[config.mk]
export PLATFORM = sky130hd
export DESIGN_NAME = graph_depth_first_search_unit
export DESIGN_NICKNAME = d
export VERILOG_FILES = /design/src/gdfs_pkg.sv /design/src/gdfs_csr.sv /design/src/gdfs_dp.sv /design/src/gdfs_ctrl.sv /design/src/graph_depth_first_search_unit.sv
export SDC_FILE = /design/constraint.sdc
export NUM_CORES = 2
export LEC_CHECK = 0
export ABC_AREA = 1
export BUFFER_PORTS_ARGS = -buffer_cell sky130_fd_sc_hd__buf_2
export CORE_UTILIZATION = 45
export DETAILED_ROUTE_END_ITERATION = 12
export MAX_ROUTING_LAYER = met4
export SLEW_MARGIN = 20
export SYNTH_ARGS = -nofsm -noshare
export SYNTH_HDL_FRONTEND = slang
export SYNTH_SLANG_ARGS = --single-unit
[constraint.sdc]
create_clock -name clock -period 4.1 [get_ports clock]
set_clock_uncertainty 0.15 [all_clocks]
set_input_delay 0.615 -clock clock [delete_from_list [all_inputs] [get_ports clock]]
set_output_delay 0.615 -clock clock [all_outputs]
set_load 0.03 [all_outputs]
[src/gdfs_pkg.sv]
// Shared constants, codes and controller/datapath interface types for the graph search unit.
package gdfs_pkg;

   localparam int DEF_MAX_VERTICES = 32;
   localparam int DEF_MAX_NODES    = 128;

   localparam int VERTEX_W   = 5;
   localparam int COUNT_W    = 6;
   localparam int REQ_W      = 2;
   localparam int STATUS_W   = 2;
   localparam int APB_DATA_W = 32;
   localparam int APB_ADDR_W = 3;

   localparam logic [REQ_W-1:0] REQ_CLEAR  = 2'd0;
   localparam logic [REQ_W-1:0] REQ_EDGE   = 2'd1;
   localparam logic [REQ_W-1:0] REQ_SEARCH = 2'd2;

   localparam logic [STATUS_W-1:0] STATUS_OK        = 2'd0;
   localparam logic [STATUS_W-1:0] STATUS_DROPPED   = 2'd1;
   localparam logic [STATUS_W-1:0] STATUS_BAD_START = 2'd2;

   localparam logic [1:0] HEAD_SEL_REQ = 2'd0;
   localparam logic [1:0] HEAD_SEL_DST = 2'd1;
   localparam logic [1:0] HEAD_SEL_W   = 2'd2;

   // register index is paddr[2]
   localparam logic REG_NUM_VERTICES = 1'b0;
   localparam logic [COUNT_W-1:0] NUM_VERTICES_RESET = 6'd32;

   typedef struct packed {
      logic       clear_graph;
      logic       set_overflow;
      logic       latch_req;
      logic       start_search;
      logic       head_rd;
      logic [1:0] head_sel;
      logic       head_wr;
      logic       node_wr;
      logic       node_vert_src;
      logic       node_rd;
      logic       load_cur_head;
      logic       load_cur_next;
      logic       load_cur_stack;
      logic       stack_rd;
      logic       push;
      logic       visit;
      logic       out_pend;
      logic       out_last;
      logic       out_error;
   } gdfs_cmd_type;

   typedef struct packed {
      logic edge_ok;
      logic start_ok;
      logic cur_zero;
      logic sp_zero;
      logic w_new;
      logic can_push;
      logic out_free;
   } gdfs_sts_type;

endpackage

[src/gdfs_csr.sv]
// APB-style configuration register holding the vertex count.
module gdfs_csr (
   input  logic                               clock,
   input  logic                               reset,
   input  logic                               psel,
   input  logic                               penable,
   input  logic                               pwrite,
   input  logic [gdfs_pkg::APB_ADDR_W-1:0]    paddr,
   input  logic [gdfs_pkg::APB_DATA_W-1:0]    pwdata,
   output logic [gdfs_pkg::APB_DATA_W-1:0]    prdata,
   output logic                               pready,
   output logic [gdfs_pkg::COUNT_W-1:0]       num_vertices
);
   import gdfs_pkg::*;

   logic [COUNT_W-1:0] num_vertices_ff;
   logic [COUNT_W-1:0] num_vertices_in;
   logic               wr_hit;

   assign pready = 1'b1;
   assign wr_hit = psel && penable && pwrite && (paddr[2] == REG_NUM_VERTICES);

   always_comb begin
      num_vertices_in = num_vertices_ff;
      if (wr_hit) begin
         num_vertices_in = pwdata[COUNT_W-1:0];
      end
   end

   always_ff @(posedge clock) begin
      if (reset) begin
         num_vertices_ff <= NUM_VERTICES_RESET;
      end else begin
         num_vertices_ff <= num_vertices_in;
      end
   end

   assign prdata = (paddr[2] == REG_NUM_VERTICES) ? APB_DATA_W'(num_vertices_ff)
                                                  : '0;
   assign num_vertices = num_vertices_ff;

endmodule

[src/gdfs_dp.sv]
// Datapath: list heads, node store, walk stack, visited marks and result register.
module gdfs_dp #(
   parameter int MAX_VERTICES = gdfs_pkg::DEF_MAX_VERTICES,
   parameter int MAX_NODES    = gdfs_pkg::DEF_MAX_NODES
) (
   input  logic                             clock,
   input  logic                             reset,
   input  gdfs_pkg::gdfs_cmd_type           cmd,
   output gdfs_pkg::gdfs_sts_type           sts,
   input  logic [gdfs_pkg::COUNT_W-1:0]     num_vertices,
   input  logic [gdfs_pkg::VERTEX_W-1:0]    req_src_vertex,
   input  logic [gdfs_pkg::VERTEX_W-1:0]    req_dest_vertex,
   input  logic                             rsp_stall,
   output logic                             rsp_valid,
   output logic [gdfs_pkg::VERTEX_W-1:0]    rsp_visited_vertex,
   output logic                             rsp_last,
   output logic [gdfs_pkg::STATUS_W-1:0]    rsp_status
);
   import gdfs_pkg::*;

   localparam int VW    = $clog2(MAX_VERTICES);
   localparam int NW    = $clog2(MAX_NODES);
   localparam int LW    = $clog2(MAX_NODES + 1);
   localparam int CNT_W = $clog2(MAX_VERTICES + 1);
   localparam int ENT_W = VERTEX_W + LW;

   // memories
   logic [LW-1:0]    head_mem_ff  [MAX_VERTICES];
   logic [ENT_W-1:0] node_mem_ff  [MAX_NODES];
   logic [LW-1:0]    stack_mem_ff [MAX_VERTICES];

   logic [MAX_VERTICES-1:0] head_valid_ff, head_valid_in;
   logic [MAX_VERTICES-1:0] visited_ff, visited_in;
   logic [LW-1:0]           head_rdata_ff;
   logic                    head_rvalid_ff;
   logic [VW-1:0]           head_waddr_ff;
   logic [ENT_W-1:0]        node_rdata_ff;
   logic [LW-1:0]           stack_rdata_ff;

   logic [LW-1:0]           nu_ff, nu_in;
   logic                    overflow_ff, overflow_in;
   logic [VW-1:0]           sp_ff, sp_in;
   logic [LW-1:0]           cur_ff, cur_in;
   logic [VERTEX_W-1:0]     src_ff, src_in;
   logic [VERTEX_W-1:0]     dst_ff, dst_in;
   logic [VERTEX_W-1:0]     pend_ff, pend_in;
   logic [STATUS_W-1:0]     status_ff, status_in;

   logic                    rsp_valid_ff, rsp_valid_in;
   logic [VERTEX_W-1:0]     rsp_vertex_ff, rsp_vertex_in;
   logic                    rsp_last_ff, rsp_last_in;
   logic [STATUS_W-1:0]     rsp_status_ff, rsp_status_in;

   logic [CNT_W-1:0]        vcount;
   logic [VW-1:0]           head_raddr;
   logic [LW-1:0]           head_link;
   logic [VERTEX_W-1:0]     node_vertex;
   logic [LW-1:0]           node_next;
   logic [VERTEX_W-1:0]     node_wvert;
   logic                    src_ok, dst_ok;

   assign vcount = (32'(num_vertices) > MAX_VERTICES) ? CNT_W'(MAX_VERTICES)
                                                      : CNT_W'(num_vertices);
   assign src_ok = 32'(req_src_vertex) < 32'(vcount);
   assign dst_ok = 32'(req_dest_vertex) < 32'(vcount);

   assign head_link   = head_rvalid_ff ? head_rdata_ff : '0;
   assign node_vertex = node_rdata_ff[LW +: VERTEX_W];
   assign node_next   = node_rdata_ff[LW-1:0];
   assign node_wvert  = cmd.node_vert_src ? src_ff : dst_ff;

   always_comb begin
      case (cmd.head_sel)
         HEAD_SEL_REQ: head_raddr = VW'(req_src_vertex);
         HEAD_SEL_DST: head_raddr = VW'(dst_ff);
         HEAD_SEL_W:   head_raddr = VW'(node_vertex);
         default:      head_raddr = VW'(req_src_vertex);
      endcase
   end

   // head list memory: write goes to the address of the preceding read
   always_ff @(posedge clock) begin
      if (cmd.head_rd) begin
         head_rdata_ff  <= head_mem_ff[head_raddr];
         head_rvalid_ff <= head_valid_ff[head_raddr];
         head_waddr_ff  <= head_raddr;
      end
      if (cmd.head_wr) begin
         head_mem_ff[head_waddr_ff] <= LW'(nu_ff + 1'b1);
      end
   end

   always_ff @(posedge clock) begin
      if (cmd.node_wr) begin
         node_mem_ff[NW'(nu_ff)] <= {node_wvert, head_link};
      end
      if (cmd.node_rd) begin
         node_rdata_ff <= node_mem_ff[NW'(cur_ff - 1'b1)];
      end
   end

   always_ff @(posedge clock) begin
      if (cmd.push) begin
         stack_mem_ff[sp_ff] <= node_next;
      end
      if (cmd.stack_rd) begin
         stack_rdata_ff <= stack_mem_ff[sp_ff - 1'b1];
      end
   end

   always_comb begin
      head_valid_in = head_valid_ff;
      visited_in    = visited_ff;
      nu_in         = nu_ff;
      overflow_in   = overflow_ff;
      sp_in         = sp_ff;
      cur_in        = cur_ff;
      src_in        = src_ff;
      dst_in        = dst_ff;
      pend_in       = pend_ff;
      status_in     = status_ff;

      if (cmd.clear_graph) begin
         head_valid_in = '0;
         nu_in         = '0;
         overflow_in   = 1'b0;
      end
      if (cmd.set_overflow) begin
         overflow_in = 1'b1;
      end
      if (cmd.head_wr) begin
         head_valid_in[head_waddr_ff] = 1'b1;
      end
      if (cmd.node_wr) begin
         nu_in = LW'(nu_ff + 1'b1);
      end
      if (cmd.latch_req) begin
         src_in = req_src_vertex;
         dst_in = req_dest_vertex;
      end
      if (cmd.start_search) begin
         visited_in                      = '0;
         visited_in[VW'(req_src_vertex)] = 1'b1;
         pend_in                         = req_src_vertex;
         sp_in                           = '0;
         status_in                       = overflow_ff ? STATUS_DROPPED : STATUS_OK;
      end
      if (cmd.visit) begin
         visited_in[VW'(node_vertex)] = 1'b1;
         pend_in                      = node_vertex;
      end
      if (cmd.push) begin
         sp_in = sp_ff + 1'b1;
      end else if (cmd.stack_rd) begin
         sp_in = sp_ff - 1'b1;
      end
      if (cmd.load_cur_head) begin
         cur_in = head_link;
      end else if (cmd.load_cur_next) begin
         cur_in = node_next;
      end else if (cmd.load_cur_stack) begin
         cur_in = stack_rdata_ff;
      end
   end

   // result register; loaded only when empty or being taken
   always_comb begin
      rsp_valid_in  = rsp_valid_ff && rsp_stall;
      rsp_vertex_in = rsp_vertex_ff;
      rsp_last_in   = rsp_last_ff;
      rsp_status_in = rsp_status_ff;
      if (cmd.out_error) begin
         rsp_valid_in  = 1'b1;
         rsp_vertex_in = '0;
         rsp_last_in   = 1'b1;
         rsp_status_in = STATUS_BAD_START;
      end else if (cmd.out_pend || cmd.out_last) begin
         rsp_valid_in  = 1'b1;
         rsp_vertex_in = pend_ff;
         rsp_last_in   = cmd.out_last;
         rsp_status_in = status_ff;
      end
   end

   always_ff @(posedge clock) begin
      if (reset) begin
         head_valid_ff <= '0;
         visited_ff    <= '0;
         nu_ff         <= '0;
         overflow_ff   <= 1'b0;
         sp_ff         <= '0;
         cur_ff        <= '0;
         rsp_valid_ff  <= 1'b0;
      end else begin
         head_valid_ff <= head_valid_in;
         visited_ff    <= visited_in;
         nu_ff         <= nu_in;
         overflow_ff   <= overflow_in;
         sp_ff         <= sp_in;
         cur_ff        <= cur_in;
         rsp_valid_ff  <= rsp_valid_in;
      end
   end

   always_ff @(posedge clock) begin
      src_ff        <= src_in;
      dst_ff        <= dst_in;
      pend_ff       <= pend_in;
      status_ff     <= status_in;
      rsp_vertex_ff <= rsp_vertex_in;
      rsp_last_ff   <= rsp_last_in;
      rsp_status_ff <= rsp_status_in;
   end

   always_comb begin
      sts.edge_ok  = src_ok && dst_ok && ((32'(nu_ff) + 2) <= MAX_NODES);
      sts.start_ok = src_ok;
      sts.cur_zero = (cur_ff == '0);
      sts.sp_zero  = (sp_ff == '0);
      sts.w_new    = (32'(node_vertex) < MAX_VERTICES) && !visited_ff[VW'(node_vertex)];
      sts.can_push = (32'(sp_ff) + 1) < MAX_VERTICES;
      sts.out_free = !rsp_valid_ff || !rsp_stall;
   end

   assign rsp_valid          = rsp_valid_ff;
   assign rsp_visited_vertex = rsp_vertex_ff;
   assign rsp_last           = rsp_last_ff;
   assign rsp_status         = rsp_status_ff;

`ifndef SYNTHESIS
   a_nodes_bounded: assert property (@(posedge clock) disable iff (reset)
      32'(nu_ff) <= MAX_NODES)
      else $error("node store fill count beyond capacity");
`endif

endmodule

[src/gdfs_ctrl.sv]
// Controller state machine sequencing edge inserts and the depth first walk.
module gdfs_ctrl (
   input  logic                          clock,
   input  logic                          reset,
   input  logic                          req_valid,
   input  logic [gdfs_pkg::REQ_W-1:0]    req_type,
   output logic                          req_stall,
   input  gdfs_pkg::gdfs_sts_type        sts,
   output gdfs_pkg::gdfs_cmd_type        cmd
);
   import gdfs_pkg::*;

   localparam logic [3:0] ST_IDLE     = 4'd0;
   localparam logic [3:0] ST_E_SRC    = 4'd1;
   localparam logic [3:0] ST_E_RD_DST = 4'd2;
   localparam logic [3:0] ST_E_DST    = 4'd3;
   localparam logic [3:0] ST_S_HEAD   = 4'd4;
   localparam logic [3:0] ST_S_STEP   = 4'd5;
   localparam logic [3:0] ST_S_NODE   = 4'd6;
   localparam logic [3:0] ST_S_POP    = 4'd7;
   localparam logic [3:0] ST_S_FLUSH  = 4'd8;
   localparam logic [3:0] ST_S_ERR    = 4'd9;

   logic [3:0] state_ff, state_in;

   assign req_stall = (state_ff != ST_IDLE);

   always_comb begin
      cmd      = '0;
      state_in = state_ff;
      case (state_ff)
         ST_IDLE: begin
            if (req_valid) begin
               cmd.latch_req = 1'b1;
               case (req_type)
                  REQ_CLEAR: begin
                     cmd.clear_graph = 1'b1;
                  end
                  REQ_EDGE: begin
                     if (sts.edge_ok) begin
                        cmd.head_rd  = 1'b1;
                        cmd.head_sel = HEAD_SEL_REQ;
                        state_in     = ST_E_SRC;
                     end else begin
                        cmd.set_overflow = 1'b1;
                     end
                  end
                  REQ_SEARCH: begin
                     if (sts.start_ok) begin
                        cmd.start_search = 1'b1;
                        cmd.head_rd      = 1'b1;
                        cmd.head_sel     = HEAD_SEL_REQ;
                        state_in         = ST_S_HEAD;
                     end else begin
                        state_in = ST_S_ERR;
                     end
                  end
                  default: ;
               endcase
            end
         end
         // src list gets a node naming dst
         ST_E_SRC: begin
            cmd.node_wr = 1'b1;
            cmd.head_wr = 1'b1;
            state_in    = ST_E_RD_DST;
         end
         ST_E_RD_DST: begin
            cmd.head_rd  = 1'b1;
            cmd.head_sel = HEAD_SEL_DST;
            state_in     = ST_E_DST;
         end
         ST_E_DST: begin
            cmd.node_wr       = 1'b1;
            cmd.node_vert_src = 1'b1;
            cmd.head_wr       = 1'b1;
            state_in          = ST_IDLE;
         end
         ST_S_HEAD: begin
            cmd.load_cur_head = 1'b1;
            state_in          = ST_S_STEP;
         end
         ST_S_STEP: begin
            if (!sts.cur_zero) begin
               cmd.node_rd = 1'b1;
               state_in    = ST_S_NODE;
            end else if (sts.sp_zero) begin
               state_in = ST_S_FLUSH;
            end else begin
               cmd.stack_rd = 1'b1;
               state_in     = ST_S_POP;
            end
         end
         // advance cursor; a new vertex pushes the previous one out and descends if the stack has room
         ST_S_NODE: begin
            cmd.load_cur_next = 1'b1;
            if (!sts.w_new) begin
               state_in = ST_S_STEP;
            end else if (sts.out_free) begin
               cmd.visit    = 1'b1;
               cmd.out_pend = 1'b1;
               if (sts.can_push) begin
                  cmd.push     = 1'b1;
                  cmd.head_rd  = 1'b1;
                  cmd.head_sel = HEAD_SEL_W;
                  state_in     = ST_S_HEAD;
               end else begin
                  state_in = ST_S_STEP;
               end
            end
         end
         ST_S_POP: begin
            cmd.load_cur_stack = 1'b1;
            state_in           = ST_S_STEP;
         end
         ST_S_FLUSH: begin
            if (sts.out_free) begin
               cmd.out_last = 1'b1;
               state_in     = ST_IDLE;
            end
         end
         ST_S_ERR: begin
            if (sts.out_free) begin
               cmd.out_error = 1'b1;
               state_in      = ST_IDLE;
            end
         end
         default: begin
            state_in = ST_IDLE;
         end
      endcase
   end

   always_ff @(posedge clock) begin
      if (reset) begin
         state_ff <= ST_IDLE;
      end else begin
         state_ff <= state_in;
      end
   end

`ifndef SYNTHESIS
   a_out_when_free: assert property (@(posedge clock) disable iff (reset)
      (cmd.out_pend || cmd.out_last || cmd.out_error) |-> sts.out_free)
      else $error("result loaded while result register is held");

   a_one_result: assert property (@(posedge clock) disable iff (reset)
      $onehot0({cmd.out_pend, cmd.out_last, cmd.out_error}))
      else $error("more than one result load in a cycle");

   a_push_visit: assert property (@(posedge clock) disable iff (reset)
      cmd.push |-> (sts.can_push && cmd.visit && cmd.head_rd))
      else $error("stack push without a new vertex visit");
`endif

endmodule

[src/graph_depth_first_search_unit.sv]
// Top level of the graph depth first search unit.
// Usage:
//   Request channel (req_*): req_type selects clear graph, add undirected edge or
//   search from req_src_vertex. A transaction completes when req_valid is high and
//   req_stall is low. Unused request codes are dropped.
//   Result channel (rsp_*): one transaction per visited vertex in depth first order,
//   rsp_last on the final one; rsp_status flags an earlier dropped edge, or a bad
//   start vertex (single result, vertex 0).
//   Config: num_vertices at byte address 0 over the APB-style port; write only idle.
// Timing:
//   A search is paced by the one-read-per-cycle node store and list head memories.
//   The first result is loaded into the output register when the second vertex is
//   found and that register is free, or at the end of the walk.
//   One request is worked at a time; the next is taken as soon as the walk ends, even
//   while the last result still waits in the output register.
// Reset clears all lists, the node count, the overflow flag and sets num_vertices
// to 32. A stalled receiver holds the result and pauses the walk at its next result.
module graph_depth_first_search_unit #(
   parameter int MAX_VERTICES = gdfs_pkg::DEF_MAX_VERTICES,
   parameter int MAX_NODES    = gdfs_pkg::DEF_MAX_NODES
) (
   input  logic                               clock,
   input  logic                               reset,
   input  logic                               req_valid,
   output logic                               req_stall,
   input  logic [gdfs_pkg::REQ_W-1:0]         req_type,
   input  logic [gdfs_pkg::VERTEX_W-1:0]      req_src_vertex,
   input  logic [gdfs_pkg::VERTEX_W-1:0]      req_dest_vertex,
   output logic                               rsp_valid,
   input  logic                               rsp_stall,
   output logic [gdfs_pkg::VERTEX_W-1:0]      rsp_visited_vertex,
   output logic                               rsp_last,
   output logic [gdfs_pkg::STATUS_W-1:0]      rsp_status,
   input  logic                               psel,
   input  logic                               penable,
   input  logic                               pwrite,
   input  logic [gdfs_pkg::APB_ADDR_W-1:0]    paddr,
   input  logic [gdfs_pkg::APB_DATA_W-1:0]    pwdata,
   output logic [gdfs_pkg::APB_DATA_W-1:0]    prdata,
   output logic                               pready
);
   import gdfs_pkg::*;

   gdfs_cmd_type       cmd;
   gdfs_sts_type       sts;
   logic [COUNT_W-1:0] num_vertices;

   gdfs_csr u_csr (
      .clock        (clock),
      .reset        (reset),
      .psel         (psel),
      .penable      (penable),
      .pwrite       (pwrite),
      .paddr        (paddr),
      .pwdata       (pwdata),
      .prdata       (prdata),
      .pready       (pready),
      .num_vertices (num_vertices)
   );

   gdfs_ctrl u_ctrl (
      .clock     (clock),
      .reset     (reset),
      .req_valid (req_valid),
      .req_type  (req_type),
      .req_stall (req_stall),
      .sts       (sts),
      .cmd       (cmd)
   );

   gdfs_dp #(
      .MAX_VERTICES (MAX_VERTICES),
      .MAX_NODES    (MAX_NODES)
   ) u_dp (
      .clock              (clock),
      .reset              (reset),
      .cmd                (cmd),
      .sts                (sts),
      .num_vertices       (num_vertices),
      .req_src_vertex     (req_src_vertex),
      .req_dest_vertex    (req_dest_vertex),
      .rsp_stall          (rsp_stall),
      .rsp_valid          (rsp_valid),
      .rsp_visited_vertex (rsp_visited_vertex),
      .rsp_last           (rsp_last),
      .rsp_status         (rsp_status)
   );

endmodule

Word level (Yosys, flattened, before mapping)
Memory sizes are Yosys's and may differ from the RTL's. A register that Yosys moved wholly into a read port is not among the register bits.
Index checks and enable logic that the tools add are counted.
{"block": "word_totals", "regBits": 128, "latchBits": 0, "mem_bits_rw": 2176, "romBits": 0, "output_inout_bits": 43, "elab_cells": 168, "memories": 3}
{"block": "classes", "addsub": 6, "multipliers": 0, "div_mod_pow": 0, "magnitude_cmp": 12, "eq_ne": 18, "n_shift": 0, "mux": 81, "n_bitwise": 3, "n_reduce_logical": 27}
{"name": "u_dp.node_mem_ff", "words": 128, "word_bits": 13, "rd": 1, "rd_clocked_by_memory_dff": 1, "write_ports": 1, "line_no": "gdfs_dp.sv:29", "text": "logic [ENT_W-1:0] node_mem_ff [MAX_NODES];"}
{"name": "u_dp.head_mem_ff", "words": 32, "word_bits": 8, "rd": 1, "rd_clocked_by_memory_dff": 1, "write_ports": 1, "line_no": "gdfs_dp.sv:28", "text": "logic [LW-1:0] head_mem_ff [MAX_VERTICES];"}
{"name": "u_dp.stack_mem_ff", "words": 32, "word_bits": 8, "rd": 1, "rd_clocked_by_memory_dff": 1, "write_ports": 1, "line_no": "gdfs_dp.sv:30", "text": "logic [LW-1:0] stack_mem_ff [MAX_VERTICES];"}
{"op": "2-to-1 mux 32 bit", "n": 4}
{"op": "OR 32 bit", "n": 2}
{"op": "2-to-1 mux 8 bit", "n": 6}
{"op": "2-to-1 mux 4 bit", "n": 10}
{"op": "2-to-1 mux 1 bit", "n": 34}
{"op": "less-or-equal comparator 32 x 8 -> 1 bit (second input constant)", "n": 1}
{"op": "less-than comparator 32 x 6 -> 1 bit (second input constant)", "n": 1}
{"op": "2-to-1 mux 5 bit", "n": 6}
{"op": "case mux 4 bit (7 select lines)", "n": 1}
{"op": "less-than comparator 5 x 6 -> 1 bit (second input constant)", "n": 4}
{"op": "2-to-1 mux 3 bit", "n": 7}
{"op": "== test 4 x 3 -> 1 bit (second input constant)", "n": 4}
{"op": "demux 1 bit (select 5 bit)", "n": 3}
{"op": "greater-or-equal comparator 5 x 1 -> 1 bit (second input constant)", "n": 3}
{"op": "less-than comparator 5 x 6 -> 1 bit", "n": 2}
{"op": "2-to-1 mux 6 bit", "n": 2}
{"op": "binary-select mux 1 bit (select 5 bit)", "n": 2}
{"op": "case mux 5 bit (2 select lines)", "n": 1}
{"op": "adder 8 x 2 -> 9 bit (second input constant)", "n": 1}
{"op": "logical AND 1 bit", "n": 9}
{"op": "case mux 3 bit (3 select lines)", "n": 1}
{"op": "adder 8 x 1 -> 8 bit (second input constant)", "n": 1}
{"op": "== test 4 x 2 -> 1 bit (second input constant)", "n": 2}
{"op": "== test 4 bit (second input constant)", "n": 2}
{"op": "other kinds (28)", "n": 38}

Logic depth before layout (Yosys ltp)
{"block": "depth", "word_depth": 13, "depth_mapped": 25, "mapped_depth_nobuf": 22}

Cells and area by module
From an unflattened synthesis, not the netlist that was laid out.
{"block": "unflattened", "cells_unflattened": 8536, "area_unflattened_um2": 96647.7}
{"module": "gdfs_dp", "instances": 1, "cells_per_inst": 8348, "area_per_inst_um2": 95507.8, "seq_area_each_um2": 68776.0}
{"module": "gdfs_ctrl", "instances": 1, "cells_per_inst": 104, "area_per_inst_um2": 580.6, "seq_area_each_um2": 80.1}
{"module": "gdfs_csr", "instances": 1, "cells_per_inst": 84, "area_per_inst_um2": 559.3, "seq_area_each_um2": 120.1}

Worst setup path before layout
OpenSTA, ideal clock, no wires.
{"block": "synth_timing", "path_type": "reg2reg", "start": "register u_dp.node_rdata_ff[8] (read register of u_dp.node_mem_ff)", "end": "register u_dp.head_rdata_ff[6] (read register of u_dp.head_mem_ff), data pin", "setup_ns": 0.254, "arrival_time_ns": 3.027, "setup_slack_ns": 0.668, "stages_incl_launch_ff": 24, "cell_sequence": "edfxtp_1 > clkbuf_1 > nand2_1 > nand2_1 > nand2_1 > nand2_1 > nand2_1 > nand2_1 > nor2_1 > nand3_2 > nor2_4 > nand2_4 > ha_1 > inv_2 > nand3_1 > nand2_2 > inv_2 > buf_4 > buf_2 > o211ai_1 > o211ai_1 > nand3_1 > nand3_1 > o21a_1"}
{"block": "synth_between", "elab_chain_cells": 6}
{"item": "from (decl)", "line_no": "gdfs_dp.sv:37", "text": "logic [ENT_W-1:0] node_rdata_ff;"}
{"item": "binary-select mux 1 bit (select 5 bit)", "line_no": "gdfs_dp.sv:220", "text": "sts.w_new = (32'(node_vertex) < MAX_VERTICES) && !visited_ff[VW'(node_vertex)];"}
{"item": "2-to-1 mux 1 bit (implied by the code)", "line_no": "gdfs_dp.sv:220"}
{"item": "2-to-1 mux 3 bit", "line_no": "gdfs_ctrl.sv:97", "text": "if (!sts.w_new) begin"}
{"item": "case mux 3 bit (3 select lines)", "line_no": "gdfs_ctrl.sv:31", "text": "case (state_ff)"}
{"item": "== test 2 bit or == test 2 x 1 -> 1 bit (tied branches)", "line_no": "gdfs_dp.sv:73", "text": "case (cmd.head_sel)"}
{"item": "case mux 5 bit (2 select lines)", "line_no": "gdfs_dp.sv:73"}
{"item": "to (decl)", "line_no": "gdfs_dp.sv:34", "text": "logic [LW-1:0] head_rdata_ff;"}
Parallel ways exist; a longest one is shown, timed or not. The select of a mux whose other input is x is not followed.
A chain may end at the register's enable or synchronous reset.

Worst setup path after layout
{"block": "layout_timing", "start": "register u_dp.cur_ff[0]", "end": "register u_dp.node_rdata_ff[2] (read register of u_dp.node_mem_ff), data pin"}
{"block": "layout_between", "elab_chain_cells": 3}
{"item": "from (decl)", "line_no": "gdfs_dp.sv:43", "text": "logic [LW-1:0] cur_ff, cur_in;"}
{"item": "from (signal assigned)", "line_no": "gdfs_dp.sv:200", "text": "cur_ff <= cur_in;"}
{"item": "parallel branches: the longest is 3 deep, another holds subtractor 7 x 1 -> 7 bit"}
Parallel ways; which one is timed is not known.

==> results.txt <==
Global routing finished with a remaining overflow of 0. The number of optimization iterations in the first detailed-route pass came out at 7. The class of the worst hold path is input port to flop. The commonest cells after synthesis are 2227 x sky130_fd_sc_hd__edfxtp_1, 1486 x sky130_fd_sc_hd__nor2_1, 1094 x sky130_fd_sc_hd__o21ai_0, 829 x sky130_fd_sc_hd__nand2_1, 418 x sky130_fd_sc_hd__o22ai_1. The synthesized design contains approximately 2300 register bits.

The area of the core came out at 207700 um^2. The post-synthesis instance area is 94380 um^2. The initial utilization of the core area, before any placement, comes to 45.44%. The H-tree was split into 4 levels.

The critical path class is flop to flop. For this run, asynchronously set or reset flops after synthesis account for 0%. The antenna violation net count after detailed routing is 0. The number of cells on the worst reg-to-reg path is 13. Power spread over the standard cell area amounts to roughly 630 nW/um^2. STA classifies the critical path endpoint as a flop. The biggest cell delay along the critical path is 0.49 ns. The cell at the root of the clock tree is sky130_fd_sc_hd__clkbuf_16. In the post-synthesis netlist, the cell with the most instances is sky130_fd_sc_hd__edfxtp_1.

The beginning of the worst register-to-register path is u_dp.cur_ff[0]. In this run the horizontal extent of the chip is 460.0 um. The number of warnings reported in the yosys synthesis log came out at 0. The overall global routing resource usage came out at 24.74%.

In this run the worst path has a maximum fanout of 42. The fraction of the core area covered by cells at the end of the flow is 51.26%. The number of instances in the synthesized netlist came out at 7664. The number of flops mapped to enable cells by yosys came out at 2227. The via count of the first global-routing pass came out at 58170. The post-route clock period utilization is 96.54%. The multi-input combinational cells in the finished layout cover a total of 23000 um^2.

For this run, the leading register cell type out of synthesis is sky130_fd_sc_hd__edfxtp_1. The count of unique library cells instantiated by Yosys came out at 49. The critical path startpoint category is a flop.

The slowest stage cell on the critical path is sky130_fd_sc_hd__dfxtp_4. The die span in y is 460.0 um. The kind of cell with the highest combined delay along the critical path is buffers and inverters.

The half-perimeter wire length after placement is 146400 um. Sorting the synthesized cells by area gives the leading types as sky130_fd_sc_hd__edfxtp_1 71%, sky130_fd_sc_hd__nor2_1 5.9%, sky130_fd_sc_hd__o21ai_0 5.8%, sky130_fd_sc_hd__nand2_1 3.3%, sky130_fd_sc_hd__o22ai_1 2.8%. The count of max-cap constraint violations came out at 0. For the worst-skew pair, the clock arrives at the later sink with an insertion delay of between 0.8 and 0.9 ns. By instance count, the cell type seen most on the critical path is sky130_fd_sc_hd__nand2_1.

The flow ran to the end, and the final reports show no timing, DRC or antenna violations. The detailed-route wire length per cell came out at 24.25 um. The worst-margin pin slew is 1.152 ns.

The CTS sink count came out at 2332. The post-placement cell count is between 10000 and 15000. Together, buffers and inverters on the worst path number 4.

The die covers 211600 um^2. The top cell type's share of synthesized area is 70.86%. After detailed routing, the total wire length is 260300 um. The highest clock rate is 252.6 MHz. After floorplanning, the core was divided into 167 placement rows. The number of hold violations in the final report is 0. During placement, the flow inserted port buffers numbering between 40 and 50.

Averaged over all synthesized cells, the footprint is 12.31 um^2. Setup violations remaining at the end of the flow were counted as 0. The maximum number of pins on one net before global-route repair is 170. The initial antenna violation count came out at 5. The sequential element share of the synthesized area came out at 73.08%.

For this design the static power due to leakage is 35.31 nW. The number of nets in the layout is 7842. Headroom to the max-slew limit came out at between 20 and 25%. Across all layers, the routed design uses 62360 vias. The worst path required time is ~4.7 ns.

Walking the worst path, the cells encountered are inv_8 > ha_4 > inv_8 > buf_12 > buf_4 > o21ai_0 > o22ai_1 > o21ai_0 > o211ai_1 > nand3_1 > nand2_1 > nand2_1 > nand2_1. The number of buffers created by CTS came out at 231. The synthesized design spends more area on one cell type than any other, namely sky130_fd_sc_hd__edfxtp_1. The count of boundary I/O pins is 97.

The total count of max-transition violations in the final report is 0. The area growth from synthesis to layout is 12.80%. For this run, design rule violations remaining after detail routing come to 0. The total of fill cells in the finished design came out at between 15000 and 20000. The proportion of layout cells with a drive suffix above 1 came out at between 10% and 20%. Registers take roughly 69000 um^2.

The peak ir drop on the vdd network is around 620 uV. TritonCTS built the clock tree. The worst hold path was traced through 5 stages. The arrival time at the worst endpoint is 4.52 ns.

The clock-pin transition on the worst setup and hold timing paths came out at around 0.060 ns. The worst path needs 3.958 ns of the cycle, external delays included. The final estimated routing congestion in global placement came out at just under 0.9. Setup repair after global routing left no endpoint under its margin. For this run, the number of standard cells in the final layout without fillers is around 11000. The violation count after the first detailed-route iteration is 6959. The largest buffer count on any clock path is 3. The critical path depth is 13. In this run the worst setup path begins at u_dp.cur_ff[0]. The per-cell via count in the routed design is 5.808. The worst min-delay path startpoint is rsp_stall.

The wire length of the first global-routing pass is 381500 um.
-- metrics by stage --
step,setup slack (ns),hold WS (ns),power [mW],area (um^2),setup TNS [ns]
2_1_floorplan,0.6683,0.2586,38.88,94470,0
3_3_place_gp,-0.009146,0.2743,46.68,98940,-0.009146
3_5_place_dp,-0.03166,0.2776,46.92,98940,-0.03715
4_1_cts,0.03246,0.07990,66.99,106300,0
5_1_grt,0.03221,0.1364,69.49,106500,0
6_report,0.1417,0.1266,67.15,106500,0
-- per-layer routing --
| metal | part of all wire, % | vias to the layer above | track usage (%) |
|---|---|---|---|
| met4 | 2.7 | 0 | 6.946 |
| met2 | 46 | 2664 | 37.06 |
| li1 | - | 28170 | - |
| met1 | 43 | 31090 | 34.84 |
| met5 | 0 | - | - |
| met3 | 8.4 | 438 | 4.136 |
-- path summary, 6_finish.rpt --
path / end / slack [ns]
worst min-delay path: u_dp.rsp_last / 0.13
worst max-delay path: u_dp.node_rdata_ff[2] / 0.14
worst max register to register: u_dp.node_rdata_ff[2] / 0.14
worst min register to register: u_dp.status_ff[0] / 0.29
-- cells in the final DEF (no fill, tap or decap), drive strengths merged, types with 12 or more instances in the layout --
master,Yosys,routed
a21oi,58,58
a31oi,44,44
buf,180,350
bufinv,0,12
clkbuf,351,308
clkinv,3,96
conb,2,27
dfxtp,105,105
dlygate4sd3,0,19
edfxtp,2227,2227
ha,25,25
inv,127,131
mux2i,18,18
nand2,836,836
nand3,152,152
nor2,1491,1491
nor3,22,22
o211ai,273,273
o21ai,1139,1139
o221ai,18,18
o22ai,418,418
o32ai,46,46
or2,80,80
xor2,14,14
-- cells by family (layout without fill, tap and decap cells) --
group	Yosys count	count (layout)	share of synthesized area, %
simple gates	2593	2593	10.88
mux	23	23	0.2506
other cells	2	30	0.007957
flops	2332	2332	73.08
fa+ha+maj	25	25	0.3314
buf+inv	661	918	2.942
xor+xnor	16	16	0.1723
compound gates	2012	2012	12.33
-- state kept, by name, summed over array words and instances, names as in the netlist, 6 cells and up --
register and count:
u_dp.head_rdata_ff 8, u_dp.nu_ff 8, u_dp.head_mem_ff 256, u_dp.stack_rdata_ff 8, u_dp.cur_ff 8, u_dp.head_valid_ff 32
u_dp.node_rdata_ff 13, u_dp.visited_ff 32, u_csr.num_vertices 6, u_dp.node_mem_ff 1664, u_dp.stack_mem_ff 256
-- power by group --
part,leakage [nW],internal (mW),switching (mW)
Clock,3.49,11.3,8.91
Combinational,10.8,4.43,14.0
Sequential,21.1,28.4,0.189
-- final cells by class --
class | count | share of cell area [%]
sequential | 2332 | 64.80
multi-input combinational | 4696 | 21.60
clock buffer | 305 | 5.806
tap | 2788 | 3.277
timing repair buffer | 372 | 3.077
clock inverter | 111 | 0.9073
inverter | 130 | 0.5289
antenna | 3 | 0.007052
-- tightest hold or removal path, stage by stage --
cell	delay, ns
sky130_fd_sc_hd__buf_2	0.08
sky130_fd_sc_hd__nand2_1	0.13
sky130_fd_sc_hd__nand2_8	0.19
sky130_fd_sc_hd__nand2_1	0.07
sky130_fd_sc_hd__nand2_1	0.04
-- timing repair --
item / CTS / global route
hold buffers: 19 / 0
buffers inserted: 0 / 3
resized for setup: 1 / 16
pin swaps: 0 / 3
setup endpoints to repair: 3 / 9
gates cloned: 0 / 3
endpoints found under the hold margin: 18 / 0
Power figures use the tool's default switching activity.
